==> src/hdl/splg_pkg.sv <==
// ----------------------------------------------------------------------------
// splg_pkg
// Shared widths, codes and helpers for the styled polyline line generator.
// ----------------------------------------------------------------------------
`default_nettype none

package splg_pkg;

  localparam int COORD_W = 20;
  localparam int DIFF_W  = 21;
  localparam int LEN_W   = 21;
  localparam int MULB_W  = 22;
  localparam int Q_W     = 22;
  localparam int QS_W    = 23;
  localparam int SUM_W   = 26;
  localparam int NUM_W   = 44;
  localparam int SQ_W    = 42;
  localparam int LINE_W  = 4 * COORD_W;

  localparam logic [2:0] STYLE_SOLID    = 3'd0;
  localparam logic [2:0] STYLE_DASHED   = 3'd1;
  localparam logic [2:0] STYLE_ZIGZAG   = 3'd2;
  localparam logic [2:0] STYLE_DOTTED   = 3'd3;
  localparam logic [2:0] STYLE_BACKWARD = 3'd4;

  localparam logic [1:0] PTS_NONE = 2'd0;
  localparam logic [1:0] PTS_ONE  = 2'd1;
  localparam logic [1:0] PTS_MORE = 2'd2;

  typedef struct packed {
    logic                     start;
    logic signed [DIFF_W-1:0] a;
    logic [MULB_W-1:0]        b;
    logic [LEN_W-1:0]         d;
  } div_req_t;

  function automatic logic signed [COORD_W-1:0] sat_coord(input logic signed [SUM_W-1:0] v);
    logic signed [SUM_W-1:0] hi;
    logic signed [SUM_W-1:0] lo;
    hi = SUM_W'(524287);
    lo = -SUM_W'(524288);
    if (v > hi) begin
      return COORD_W'(hi);
    end else if (v < lo) begin
      return COORD_W'(lo);
    end
    return COORD_W'(v);
  endfunction

endpackage

`default_nettype wire

==> src/hdl/splg_sqrt.sv <==
// ----------------------------------------------------------------------------
// splg_sqrt
// Segment length: squared length in the SQX and SQZ states, then a
// digit-by-digit integer square root, two bits of radicand per cycle.
// ----------------------------------------------------------------------------
`default_nettype none

module splg_sqrt (
  input  wire logic                               clk,
  input  wire logic                               rst,
  input  wire logic                               start,
  input  wire logic signed [splg_pkg::DIFF_W-1:0] dx,
  input  wire logic signed [splg_pkg::DIFF_W-1:0] dz,
  output logic                                    done,
  output logic [splg_pkg::LEN_W-1:0]              len,
  output logic [splg_pkg::SQ_W-1:0]               len2
);

  typedef enum logic [4:0] {
    SQ_IDLE = 5'b00001,
    SQ_SQX  = 5'b00010,
    SQ_SQZ  = 5'b00100,
    SQ_RUN  = 5'b01000,
    SQ_DONE = 5'b10000
  } sq_state_t;

  sq_state_t                   state;
  logic [splg_pkg::DIFF_W-1:0] xm;
  logic [splg_pkg::DIFF_W-1:0] zm;
  logic [splg_pkg::DIFF_W-1:0] opnd;
  logic [splg_pkg::SQ_W-1:0]   sq;
  logic [splg_pkg::SQ_W-1:0]   v;
  logic [splg_pkg::SQ_W-1:0]   r;
  logic [splg_pkg::SQ_W-1:0]   rbit;
  logic [splg_pkg::SQ_W-1:0]   rb;
  logic [4:0]                  cnt;

  assign opnd = (state == SQ_SQX) ? xm : zm;
  assign sq   = splg_pkg::SQ_W'(opnd * opnd);
  assign rb   = r + rbit;
  assign done = (state == SQ_DONE);
  assign len  = splg_pkg::LEN_W'(r);

  always_ff @(posedge clk) begin
    if (rst) begin
      state <= SQ_IDLE;
    end else begin
      case (state)
        SQ_IDLE: begin
          if (start) begin
            xm    <= (dx < 0) ? splg_pkg::DIFF_W'(-dx) : splg_pkg::DIFF_W'(dx);
            zm    <= (dz < 0) ? splg_pkg::DIFF_W'(-dz) : splg_pkg::DIFF_W'(dz);
            state <= SQ_SQX;
          end
        end
        SQ_SQX: begin
          len2  <= sq;
          state <= SQ_SQZ;
        end
        SQ_SQZ: begin
          len2  <= len2 + sq;
          v     <= len2 + sq;
          r     <= '0;
          rbit  <= splg_pkg::SQ_W'(1) << (splg_pkg::SQ_W - 2);
          cnt   <= 5'd20;
          state <= SQ_RUN;
        end
        SQ_RUN: begin
          if (v >= rb) begin
            v <= v - rb;
            r <= (r >> 1) + rbit;
          end else begin
            r <= r >> 1;
          end
          rbit <= rbit >> 2;
          if (cnt == 5'd0) begin
            state <= SQ_DONE;
          end else begin
            cnt <= cnt - 5'd1;
          end
        end
        SQ_DONE: begin
          state <= SQ_IDLE;
        end
        default: begin
          state <= SQ_IDLE;
        end
      endcase
    end
  end

endmodule

`default_nettype wire

==> config.mk <==
export PLATFORM = sky130hd
export DESIGN_NAME = splg_sqrt
export DESIGN_NICKNAME = d
export VERILOG_FILES = /design/src/hdl/splg_pkg.sv /design/src/hdl/splg_sqrt.sv
export SDC_FILE = /design/constraint.sdc
export NUM_CORES = 1
export LEC_CHECK = 0
export ABC_AREA = 1
export BUFFER_PORTS_ARGS = -buffer_cell sky130_fd_sc_hd__buf_2
export CELL_PAD_IN_SITES_DETAIL_PLACEMENT = 1
export CELL_PAD_IN_SITES_GLOBAL_PLACEMENT = 1
export CORE_MARGIN = 5
export CORE_UTILIZATION = 48
export DETAILED_ROUTE_END_ITERATION = 10
export PLACE_DENSITY_LB_ADDON = 0.2
export SYNTH_ARGS = -nofsm -noshare
export SYNTH_HDL_FRONTEND = slang
export SYNTH_SLANG_ARGS = --single-unit
==> constraint.sdc <==
create_clock -name clk -period 9.7 [get_ports clk]
set_input_delay 0.97 -clock clk [delete_from_list [all_inputs] [get_ports clk]]
set_output_delay 0.97 -clock clk [all_outputs]
set_load 0.01 [all_outputs]
==> results.toml <==
[timing]
slew_headroom = 0.399
tightest_slew_ps = 901
post-route-period-util = 0.959
max_freq_ghz = 0.108
slew_violations = 0
fin_worst_skew_ps = 23.0
finalHoldViolations = 0
hold_ws_ps = 475
period_minus_slack_ps = 9300
setup_violations = 0

[drt]
drc_errors = 0
ant_nets = 0
drt-total-wl_um = 120000
avgRoutedWirePerCell_um = 22.7
drt_iter0_drc = 2048
viasPerCell = 5.61
dr_total_vias = 29700
first_pass_iters = 5

[critical_path]
slowest_stage = "fa_1"
timing.rr.start = "state[4]$_SDFFE_PP0P_"
worstRegToRegCells = 36
reg2reg_setup_slack_ps = 400
critical_path_required_ps = 9950
critPathMaxFanout = 40
cp-start-kind = "flip-flop"
critPathMaxStageDelay_ps = 570
crit_arrival_ps = 9550
r2r_end = "v[22]$_DFFE_PP_"
crit_type = "reg2reg"
critical_path.endpoint_type = "flip-flop"

[synthesis]
synth_nets = 4931
synth_seq_cells = 199
synth_compound_area_frac = 0.105
synth_top_area_cell = "fa_1"
synth_top_family_by_area = "adder cells"
ys_warn_count = 0
synthArstFlopShare = 0
synth_ff_type = "edfxtp_1"
synth_mux_area_frac = 0.000635
synthAdderAreaFrac = 0.307
ys_types = 57
synth_edf_count = 194
syn_area_um2 = 31500
syn_area_per_cell_um2 = 7.33
yosysSeqAreaShare = 0.188
yosys.area_share.simple = 0.237
syn_inst = 4298
synth-xor-area-share = 0.0442
synth_top_area_frac = 0.198
synth_area_leaders = "fa_1 20%, edfxtp_1 18%, ha_1 11%, nand2_1 11%, inv_1 10%"

[clock_tree]
cts_root_buf = "clkbuf_16"
htree_levels = 4
clk_path_buf_depth = 2
clkSinkCount = 199
cts_tree = "built"
clk_latency_ps = 510
cts_hold_buf = 0
cts_made_buffers = 17
clkTransAtPathRegs_ps = 90

[place]
portBuffers = 108
hpwl_um = 102000
placed_area_um2 = 33300
gp_congestion = 1.00
placed_cells = 5255

[final_layout]
nets = 5046
final_common_cell = "nand2_1"
instances_no_fill = 5290
fin_area_um2 = 34000
multi_input_area_um2 = 22000
mostFrequentLayoutCells = "910 x nand2_1, 848 x inv_1, 537 x nor2_1, 311 x fa_1, 274 x ha_1"
final.fill_count = 8498
final_core_util = 0.519
drive_above_1_share = 0.0716
ff_latch_area_um2 = 5930
antennaDiodeCount = 0
area_growth_pct = 7.77

[global_route]
grt_pass1_vias = 31700
grt_usage = 0.335
grt_max_degree = 65
grt_pass1_wl_um = 183000
antenna_found_initial = 1
overflow = 0

[floorplanning]
die_x_um = 266
die_h_um = 266
die-area_um2 = 70900
initial_core_util = 0.482
ioPinCount = 109
core_area_um2 = 65400
rows = 94

[worst_hold_path]
whs_path_depth = 1
min_from = "cnt[4]$_SDFFCE_PN1P_"
holdCritPathClass = "reg2reg"
whs_endpoint = "state[4]$_SDFFE_PP0P_"

[run]
cap_violations = 0

[status]
outcome = "completed"
-- per-layer routing --
layer / GRT usage / wire (um)
met1: 0.413 / 48700
met2: 0.591 / 59600
met3: 0.0444 / 5630
met4: 0.144 / 6020
met5: 0 / 0
-- critical path: cells and delay by family (launching register included) --
| kind | cells | cell delay, ps |
|---|---|---|
| adders and majority gates | 9 | 4250 |
| xor gates and xnor gates | 1 | 280 |
| DFF | 1 | 320 |
| AOI/OAI and AO/OA | 5 | 1370 |
| and+or+nand+nor | 11 | 1680 |
| buffers and inverters | 10 | 1130 |
-- worst max path at each step --
stage | from | to | slack, ps | depth (start not counted)
5_1_grt | state[1]$_SDFFE_PP0P_ | v[37]$_DFFE_PP_ | -30 | 40
3_3_place_gp | state[3]$_SDFFE_PP0P_ | v[37]$_DFFE_PP_ | 410 | 38
6_report | state[4]$_SDFFE_PP0P_ | v[22]$_DFFE_PP_ | 400 | 36
4_1_cts | state[1]$_SDFFE_PP0P_ | len2[37]$_DFFE_PP_ | 210 | 39
3_5_place_dp | state[1]$_SDFFE_PP0P_ | len2[37]$_DFFE_PP_ | 220 | 39
2_1_floorplan | state[2]$_SDFFE_PP0P_ | v[38]$_DFFE_PP_ | 1390 | 44
-- cell type report --
class,instances,area share
Clock inverter,15,0.00501
Tap cell,864,0.0318
Sequential cell,199,0.174
Inverter,866,0.0959
Timing Repair Buffer,180,0.0323
Multi-Input combinational cell,3149,0.648
Clock buffer,17,0.0125
-- synthesized netlist by cell type, types with 21 or more instances --
cell and n:
nand2_1 910, inv_1 851, nor2_1 546, fa_1 311
ha_1 277, o21ai_0 211, a21oi_1 205, nand3_1 196
edfxtp_1 194, xor2_1 88, xnor2_1 71, nor3_1 52
nand4_1 39, clkbuf_1 30, o21ai_2 28, a31oi_1 26
o21bai_1 23, buf_4 22, o21ai_1 21
-- metrics by stage --
step / TNS, ps / setup WS [ps]
4_1_cts: 0 / 212
6_report: 0 / 399
3_3_place_gp: 0 / 405
2_1_floorplan: 0 / 1390
5_1_grt: -45.2 / -28.6
3_5_place_dp: 0 / 223
-- cells by family (layout without fill, tap and decap cells) --
| logic type | after synthesis | count (layout) |
|---|---|---|
| flip-flops | 199 | 199 |
| multiplexers | 2 | 2 |
| XOR/XNOR | 159 | 159 |
| AO/OA/AOI/OAI | 583 | 583 |
| buffers and inverters | 950 | 1078 |
| adder cells (fa/ha/maj) | 588 | 588 |
| AND/OR/NAND/NOR | 1817 | 1817 |
-- registers in the layout, indices dropped and copies added (netlist names) --
register / flops
cnt: 5
len2: 42
r: 42
rbit: 21
state: 5
v: 42
xm: 21
zm: 21
-- timing repair --
item	CTS	global route
setup endpoints to repair	0	39
setup buffers	0	3
resized for setup	0	30
hold endpoints to repair	0	0
Power is left out: the tool's default activity adds up to more than one toggle a clock period on the data nets, which glitch-free logic cannot reach.
