$ cat src/hdl/splg_pkg.sv
// ----------------------------------------------------------------------------
// splg_pkg
// Shared widths, codes and helpers for the styled polyline line generator.
// ----------------------------------------------------------------------------
`default_nettype none

package splg_pkg;

  localparam int COORD_W = 20;
  localparam int DIFF_W  = 21;
  localparam int LEN_W   = 21;
  localparam int MULB_W  = 22;
  localparam int Q_W     = 22;
  localparam int QS_W    = 23;
  localparam int SUM_W   = 26;
  localparam int NUM_W   = 44;
  localparam int SQ_W    = 42;
  localparam int LINE_W  = 4 * COORD_W;

  localparam logic [2:0] STYLE_SOLID    = 3'd0;
  localparam logic [2:0] STYLE_DASHED   = 3'd1;
  localparam logic [2:0] STYLE_ZIGZAG   = 3'd2;
  localparam logic [2:0] STYLE_DOTTED   = 3'd3;
  localparam logic [2:0] STYLE_BACKWARD = 3'd4;

  localparam logic [1:0] PTS_NONE = 2'd0;
  localparam logic [1:0] PTS_ONE  = 2'd1;
  localparam logic [1:0] PTS_MORE = 2'd2;

  typedef struct packed {
    logic                     start;
    logic signed [DIFF_W-1:0] a;
    logic [MULB_W-1:0]        b;
    logic [LEN_W-1:0]         d;
  } div_req_t;

  function automatic logic signed [COORD_W-1:0] sat_coord(input logic signed [SUM_W-1:0] v);
    logic signed [SUM_W-1:0] hi;
    logic signed [SUM_W-1:0] lo;
    hi = SUM_W'(524287);
    lo = -SUM_W'(524288);
    if (v > hi) begin
      return COORD_W'(hi);
    end else if (v < lo) begin
      return COORD_W'(lo);
    end
    return COORD_W'(v);
  endfunction

endpackage

`default_nettype wire

$ cat src/hdl/splg_div.sv
// ----------------------------------------------------------------------------
// splg_div
// Shared scaling unit: round(a*b/d), half away from zero, one quotient bit
// per cycle after a single multiply.
// ----------------------------------------------------------------------------
`default_nettype none

module splg_div (
  input  wire logic                              clk,
  input  wire logic                              rst,
  input  wire splg_pkg::div_req_t                req,
  output logic                                   done,
  output logic signed [splg_pkg::QS_W-1:0]       quo
);

  typedef enum logic [3:0] {
    DV_IDLE = 4'b0001,
    DV_MUL  = 4'b0010,
    DV_RUN  = 4'b0100,
    DV_DONE = 4'b1000
  } div_state_t;

  div_state_t                      state;
  logic [splg_pkg::DIFF_W-1:0]     amag;
  logic                            neg;
  logic [splg_pkg::MULB_W-1:0]     bq;
  logic [splg_pkg::LEN_W-1:0]      dq;
  logic [splg_pkg::NUM_W-1:0]      rem;
  logic [splg_pkg::NUM_W-1:0]      dsh;
  logic [splg_pkg::Q_W-1:0]        q;
  logic [$clog2(splg_pkg::Q_W)-1:0] cnt;
  logic [splg_pkg::DIFF_W+splg_pkg::MULB_W-1:0] prod;

  assign prod = amag * bq;
  assign done = (state == DV_DONE);
  assign quo  = neg ? -$signed({1'b0, q}) : $signed({1'b0, q});

  always_ff @(posedge clk) begin
    if (rst) begin
      state <= DV_IDLE;
    end else begin
      case (state)
        DV_IDLE: begin
          if (req.start) begin
            amag  <= (req.a < 0) ? splg_pkg::DIFF_W'(-req.a) : splg_pkg::DIFF_W'(req.a);
            neg   <= (req.a < 0);
            bq    <= req.b;
            dq    <= req.d;
            state <= DV_MUL;
          end
        end
        DV_MUL: begin
          rem   <= splg_pkg::NUM_W'(prod) + splg_pkg::NUM_W'(dq >> 1);
          dsh   <= splg_pkg::NUM_W'({dq, {(splg_pkg::Q_W-1){1'b0}}});
          q     <= '0;
          cnt   <= $clog2(splg_pkg::Q_W)'(splg_pkg::Q_W - 1);
          state <= DV_RUN;
        end
        DV_RUN: begin
          if (rem >= dsh) begin
            rem <= rem - dsh;
            q   <= {q[splg_pkg::Q_W-2:0], 1'b1};
          end else begin
            q   <= {q[splg_pkg::Q_W-2:0], 1'b0};
          end
          dsh <= dsh >> 1;
          if (cnt == '0) begin
            state <= DV_DONE;
          end else begin
            cnt <= cnt - 1'b1;
          end
        end
        DV_DONE: begin
          state <= DV_IDLE;
        end
        default: begin
          state <= DV_IDLE;
        end
      endcase
    end
  end

endmodule

`default_nettype wire

$ cat config.mk
export PLATFORM = sky130hd
export DESIGN_NAME = splg_div
export DESIGN_NICKNAME = d
export VERILOG_FILES = /design/src/hdl/splg_pkg.sv /design/src/hdl/splg_div.sv
export SDC_FILE = /design/constraint.sdc
export NUM_CORES = 2
export LEC_CHECK = 0
export ABC_AREA = 0
export CORE_ASPECT_RATIO = 0.5
export CORE_MARGIN = 3
export CORE_UTILIZATION = 45
export CTS_CLUSTER_DIAMETER = 60
export CTS_CLUSTER_SIZE = 20
export DETAILED_ROUTE_END_ITERATION = 8
export DONT_BUFFER_PORTS = 1
export SYNTH_ARGS = -nofsm -noshare
export SYNTH_HDL_FRONTEND = slang
export SYNTH_SLANG_ARGS = --single-unit
$ cat constraint.sdc
create_clock -name clk -period 13.2 [get_ports clk]
set_input_delay 0 -clock clk [delete_from_list [all_inputs] [get_ports clk]]
set_output_delay 0 -clock clk [all_outputs]
set_load 0.1 [all_outputs]
==> results by stage <==
Route:
- The detail-routed net length per standard cell is 18.4 µm.
- The total routed wirelength is 63300 µm.
- The number of search-and-repair iterations in the first detailed-routing pass is 5.
- The number of violations reported at the end of detailed-routing iteration 0 is 1184.
- The count of antenna-violating nets left after detailed routing is 0.
- For this run, design rule violations remaining after detail routing come to 0.
- The via count is ~18000.
- After detailed routing, the number of vias per cell comes to 5.25.

Clocking:
- The insertion delay of the later-clocked pin in the worst-skew pair is 0.48 ns.
- The number of CTS-inserted buffers is 17.
- Clock-pin slew was measured on the worst setup and hold paths at roughly 0.090 ns.
- The clock tree from TritonCTS is built.
- The maximum level of the CTS H-tree is 4.
- The clock passes through at most 2 buffers.
- The clock net sink count is 182.
- The root buffer cell is sky130_fd_sc_hd__clkbuf_16.
- The post-CTS setup-driven buffer insertion count is 0.

Run status:
- The run finished with clean final reports.

Layout:
- The final cell count without fillers is around 3400.
- Counting the fill cells in the layout gives ~5300.
- The multi-input logic area is 0.0182 mm².
- The synthesis-to-finish area growth is 8.56%.
- The net total in the final layout is 3345.
- 0 antenna diodes ended up in the layout.
- The share of post-route cells with drive strength above 1 is 3.99%.
- Across the whole layout, storage elements account for approximately 0.0054 mm².
- The core occupancy in the finished layout is 49.8%.

Worst hold path:
- The class of the most critical hold timing path is input pin to register.

Floorplan:
- The floorplan row count is 61.
- In this run the vertical extent of the chip is 175 µm.
- The core region is around 0.056 mm².
- The total die area is 0.0602 mm².
- The initial utilization of the core area, before any placement, comes to a little under half.
- The I/O pin count is 91.
- The die is 344 µm wide.

Setup path:
- The sort of element at the start of the critical path is a register.
- At the worst endpoint, the arrival time is 7.82 ns.
- STA classifies the critical path endpoint as a register.
- The type of the worst setup path is register to register.
- STA puts the critical path data required time at 13.41 ns.
- The peak fanout along the critical path is 21.

Yosys:
- Summing every instance area after synthesis gives 0.0257 mm².
- After synthesis the netlist holds a flip-flop and latch count of 182.
- Sequential cells were found to cover 21.1% of the synthesized design area.
- The proportion of register bits with asynchronous set or reset after synthesis is 0%.
- Synthesis produced a netlist with a net count of between 3000 and 4000.
- The number of synthesis warnings is 0.
- After synthesis, the netlist uses 65 different library cells.
- In the synthesized netlist the dominant register cell turns out to be sky130_fd_sc_hd__edfxtp_1.
- A synthesized cell averages slightly below 10 µm².
- The number of flops mapped to enable cells by yosys is 178.
- The number of instances in the synthesized netlist is 2676.

Timing:
- The number of failing hold endpoints at the final stage came to 0.
- Setup repair after global routing left no endpoint under its margin.
- For the pin with the worst max-slew slack, the measured transition is 1.12 ns.
- The worst slew margin relative to its limit is 25.4%.
- The share of the clock period used by the worst path is 57.6%.
- The worst-case clock skew is 0.0264 ns.
- Setup violations remaining at the end of the flow were counted as 0.
- The upper clock frequency limit is 0.131 GHz.
- The max-slew violation total from the final report is 0.
- Counting I/O delays and the setup requirement, the final critical path takes 7.61 ns.
- In the final timing run, aggregate negative setup slack is 0 ns.
- Hold is met by 0.0394 ns.

GRT:
- For this run, the total global-route usage over all layers was measured as 21.9%.
- The global-route met3 utilization is 3.21%.
- The most congested layer reported by global routing is met2.
- The met2 demand-to-capacity share in global routing is 34.8%.
- Entering global routing, the biggest net connects 80 pins.
- The initial antenna violation count is 0.
- The number of global-route vias before repair is 18900.
- The first global-routing pass estimated 104000 µm of wire.
- The met1 usage is 31.9%.
- For this run the aggregate overflow at the end of global routing stands at 0.

Placed design:
- The placed instance count is 3330.
- At the end of routability-driven placement, the weighted congestion stood at 0.911.
- The HPWL reported at the end of detailed placement is approximately 50000 µm.
- During placement, the flow inserted port buffers numbering 0.

Run:
- Across the run, the number of max-cap violations was 0.
synth_stat cells (3+ instances only):
library cell,n,share of area (%)
sky130_fd_sc_hd__nand2b_1,17,0.41
sky130_fd_sc_hd__edfxtp_1,178,21
sky130_fd_sc_hd__nand3_1,20,0.39
sky130_fd_sc_hd__nand3b_1,5,0.15
sky130_fd_sc_hd__o31ai_1,14,0.41
sky130_fd_sc_hd__nor2_1,84,1.2
sky130_fd_sc_hd__or3_1,11,0.27
sky130_fd_sc_hd__and3_1,5,0.12
sky130_fd_sc_hd__o221ai_1,3,0.10
sky130_fd_sc_hd__o211ai_1,3,0.088
sky130_fd_sc_hd__a21o_1,50,1.5
sky130_fd_sc_hd__a21oi_1,98,1.9
sky130_fd_sc_hd__a21boi_0,3,0.088
sky130_fd_sc_hd__or4_1,7,0.20
sky130_fd_sc_hd__xnor2_1,88,3.0
sky130_fd_sc_hd__nor3_1,16,0.31
sky130_fd_sc_hd__and2_1,297,7.2
sky130_fd_sc_hd__a211oi_1,10,0.29
sky130_fd_sc_hd__nor2b_1,10,0.24
sky130_fd_sc_hd__a31oi_1,9,0.22
sky130_fd_sc_hd__and4_1,3,0.10
sky130_fd_sc_hd__o21bai_1,9,0.26
sky130_fd_sc_hd__or2_2,3,0.073
sky130_fd_sc_hd__a211o_1,3,0.10
sky130_fd_sc_hd__fa_1,398,31
sky130_fd_sc_hd__a21oi_2,4,0.14
sky130_fd_sc_hd__inv_1,458,6.7
sky130_fd_sc_hd__xor2_1,33,1.1
sky130_fd_sc_hd__o21a_1,6,0.18
sky130_fd_sc_hd__ha_1,210,10
sky130_fd_sc_hd__nand2_1,308,4.5
sky130_fd_sc_hd__o21ai_1,9,0.18
sky130_fd_sc_hd__clkbuf_1,130,1.9
sky130_fd_sc_hd__nand4_1,19,0.46
sky130_fd_sc_hd__dfxtp_1,4,0.31
sky130_fd_sc_hd__o41ai_1,6,0.20
sky130_fd_sc_hd__o21ai_0,100,1.9
sky130_fd_sc_hd__nor4_1,11,0.27
cell type report:
type                       count  area share, %
clock buffer                  19           1.55
timing repair buffer         107           3.63
tap                          756           3.39
inverter                     458           6.16
clock inverter                13          0.417
multi-input combinational   1904           65.4
sequential                   182           19.4
kinds of logic (layout without fill, tap and decap cells):
| group | count (synthesis) | after routing | share of synthesized area (%) |
|---|---|---|---|
| AOI/OAI and AO/OA | 354 | 354 | 8.73 |
| DFF | 182 | 182 | 21.1 |
| and+or+nand+nor | 820 | 820 | 16.1 |
| muxes | 1 | 1 | 0.0390 |
| xor gates and xnor gates | 121 | 121 | 4.12 |
| buffers and inverters | 590 | 597 | 8.63 |
| adders and majority gates | 608 | 608 | 41.2 |
worst max-delay path: stages (launching register included):
cell,delay [ns]
sky130_fd_sc_hd__edfxtp_1,0.97
sky130_fd_sc_hd__and2_1,0.26
sky130_fd_sc_hd__fa_1,0.47
sky130_fd_sc_hd__fa_1,0.52
sky130_fd_sc_hd__inv_1,0.06
sky130_fd_sc_hd__fa_1,0.53
sky130_fd_sc_hd__inv_1,0.05
sky130_fd_sc_hd__fa_1,0.49
sky130_fd_sc_hd__fa_1,0.58
sky130_fd_sc_hd__fa_1,0.46
sky130_fd_sc_hd__fa_1,0.44
sky130_fd_sc_hd__ha_1,0.39
sky130_fd_sc_hd__a21oi_2,0.24
sky130_fd_sc_hd__o21ai_0,0.10
sky130_fd_sc_hd__nor3_1,0.20
sky130_fd_sc_hd__nand3_1,0.12
sky130_fd_sc_hd__a21oi_1,0.23
sky130_fd_sc_hd__o21ai_1,0.15
sky130_fd_sc_hd__a221oi_2,0.35
sky130_fd_sc_hd__nor3_1,0.12
sky130_fd_sc_hd__a211oi_1,0.27
sky130_fd_sc_hd__xor2_1,0.19
sky130_fd_sc_hd__o21ai_0,0.10
metal layers:
metal | share of wire [%] | wire (µm)
met3 | 4.4 | 2800
met4 | 1.8 | 1160
met2 | 46 | 29200
met1 | 48 | 30100
met5 | 0 | 0
worst paths after layout:
| path | from | slack (ns) | depth (start not counted) | endpoint |
|---|---|---|---|---|
| max | bq[16]$_DFFE_PP_ | 5.59 | 22 | rem[40]$_DFFE_PP_ |
| min | req[64] | 0.04 | 1 | dq[13]$_DFFE_PP_ |
| max reg2reg | bq[16]$_DFFE_PP_ | 5.59 | 22 | rem[40]$_DFFE_PP_ |
| min reg2reg | dsh[21]$_DFFE_PP_ | 0.56 | 2 | dsh[20]$_SDFFCE_PN0P_ |
stage by stage:
stage / instance area [µm²] / setup slack [ns]
after floorplan: 25700 / 2.24
after global placement: 26600 / 5.79
after detailed placement: 26600 / 5.59
after CTS: 27900 / 5.57
after global routing: 27900 / 5.12
final: 27900 / 5.59
registers in the layout, indices dropped and copies added (netlist names):
| name | flops |
|---|---|
| dq | 21 |
| q | 22 |
| neg | 1 |
| cnt | 5 |
| amag | 21 |
| bq | 22 |
| rem | 44 |
| state | 4 |
| dsh | 42 |
cells in the final DEF (no fill, tap or decap), types with 77 or more instances in the layout:
| cell | n |
|---|---|
| sky130_fd_sc_hd__fa_1 | 398 |
| sky130_fd_sc_hd__o21ai_0 | 98 |
| sky130_fd_sc_hd__inv_1 | 458 |
| sky130_fd_sc_hd__dlygate4sd3_1 | 77 |
| sky130_fd_sc_hd__and2_1 | 297 |
| sky130_fd_sc_hd__edfxtp_1 | 178 |
| sky130_fd_sc_hd__nand2_1 | 308 |
| sky130_fd_sc_hd__a21oi_1 | 98 |
| sky130_fd_sc_hd__ha_1 | 210 |
| sky130_fd_sc_hd__nor2_1 | 84 |
repair_timing:
item,4_1_cts,5_1_grt
setup endpoints to repair,0,0
resized for setup,0,0
hold endpoints to repair,68,0
hold buffers,77,0
Power is left out: the tool's default activity adds up to more than one toggle a clock period on the data nets, which glitch-free logic cannot reach.
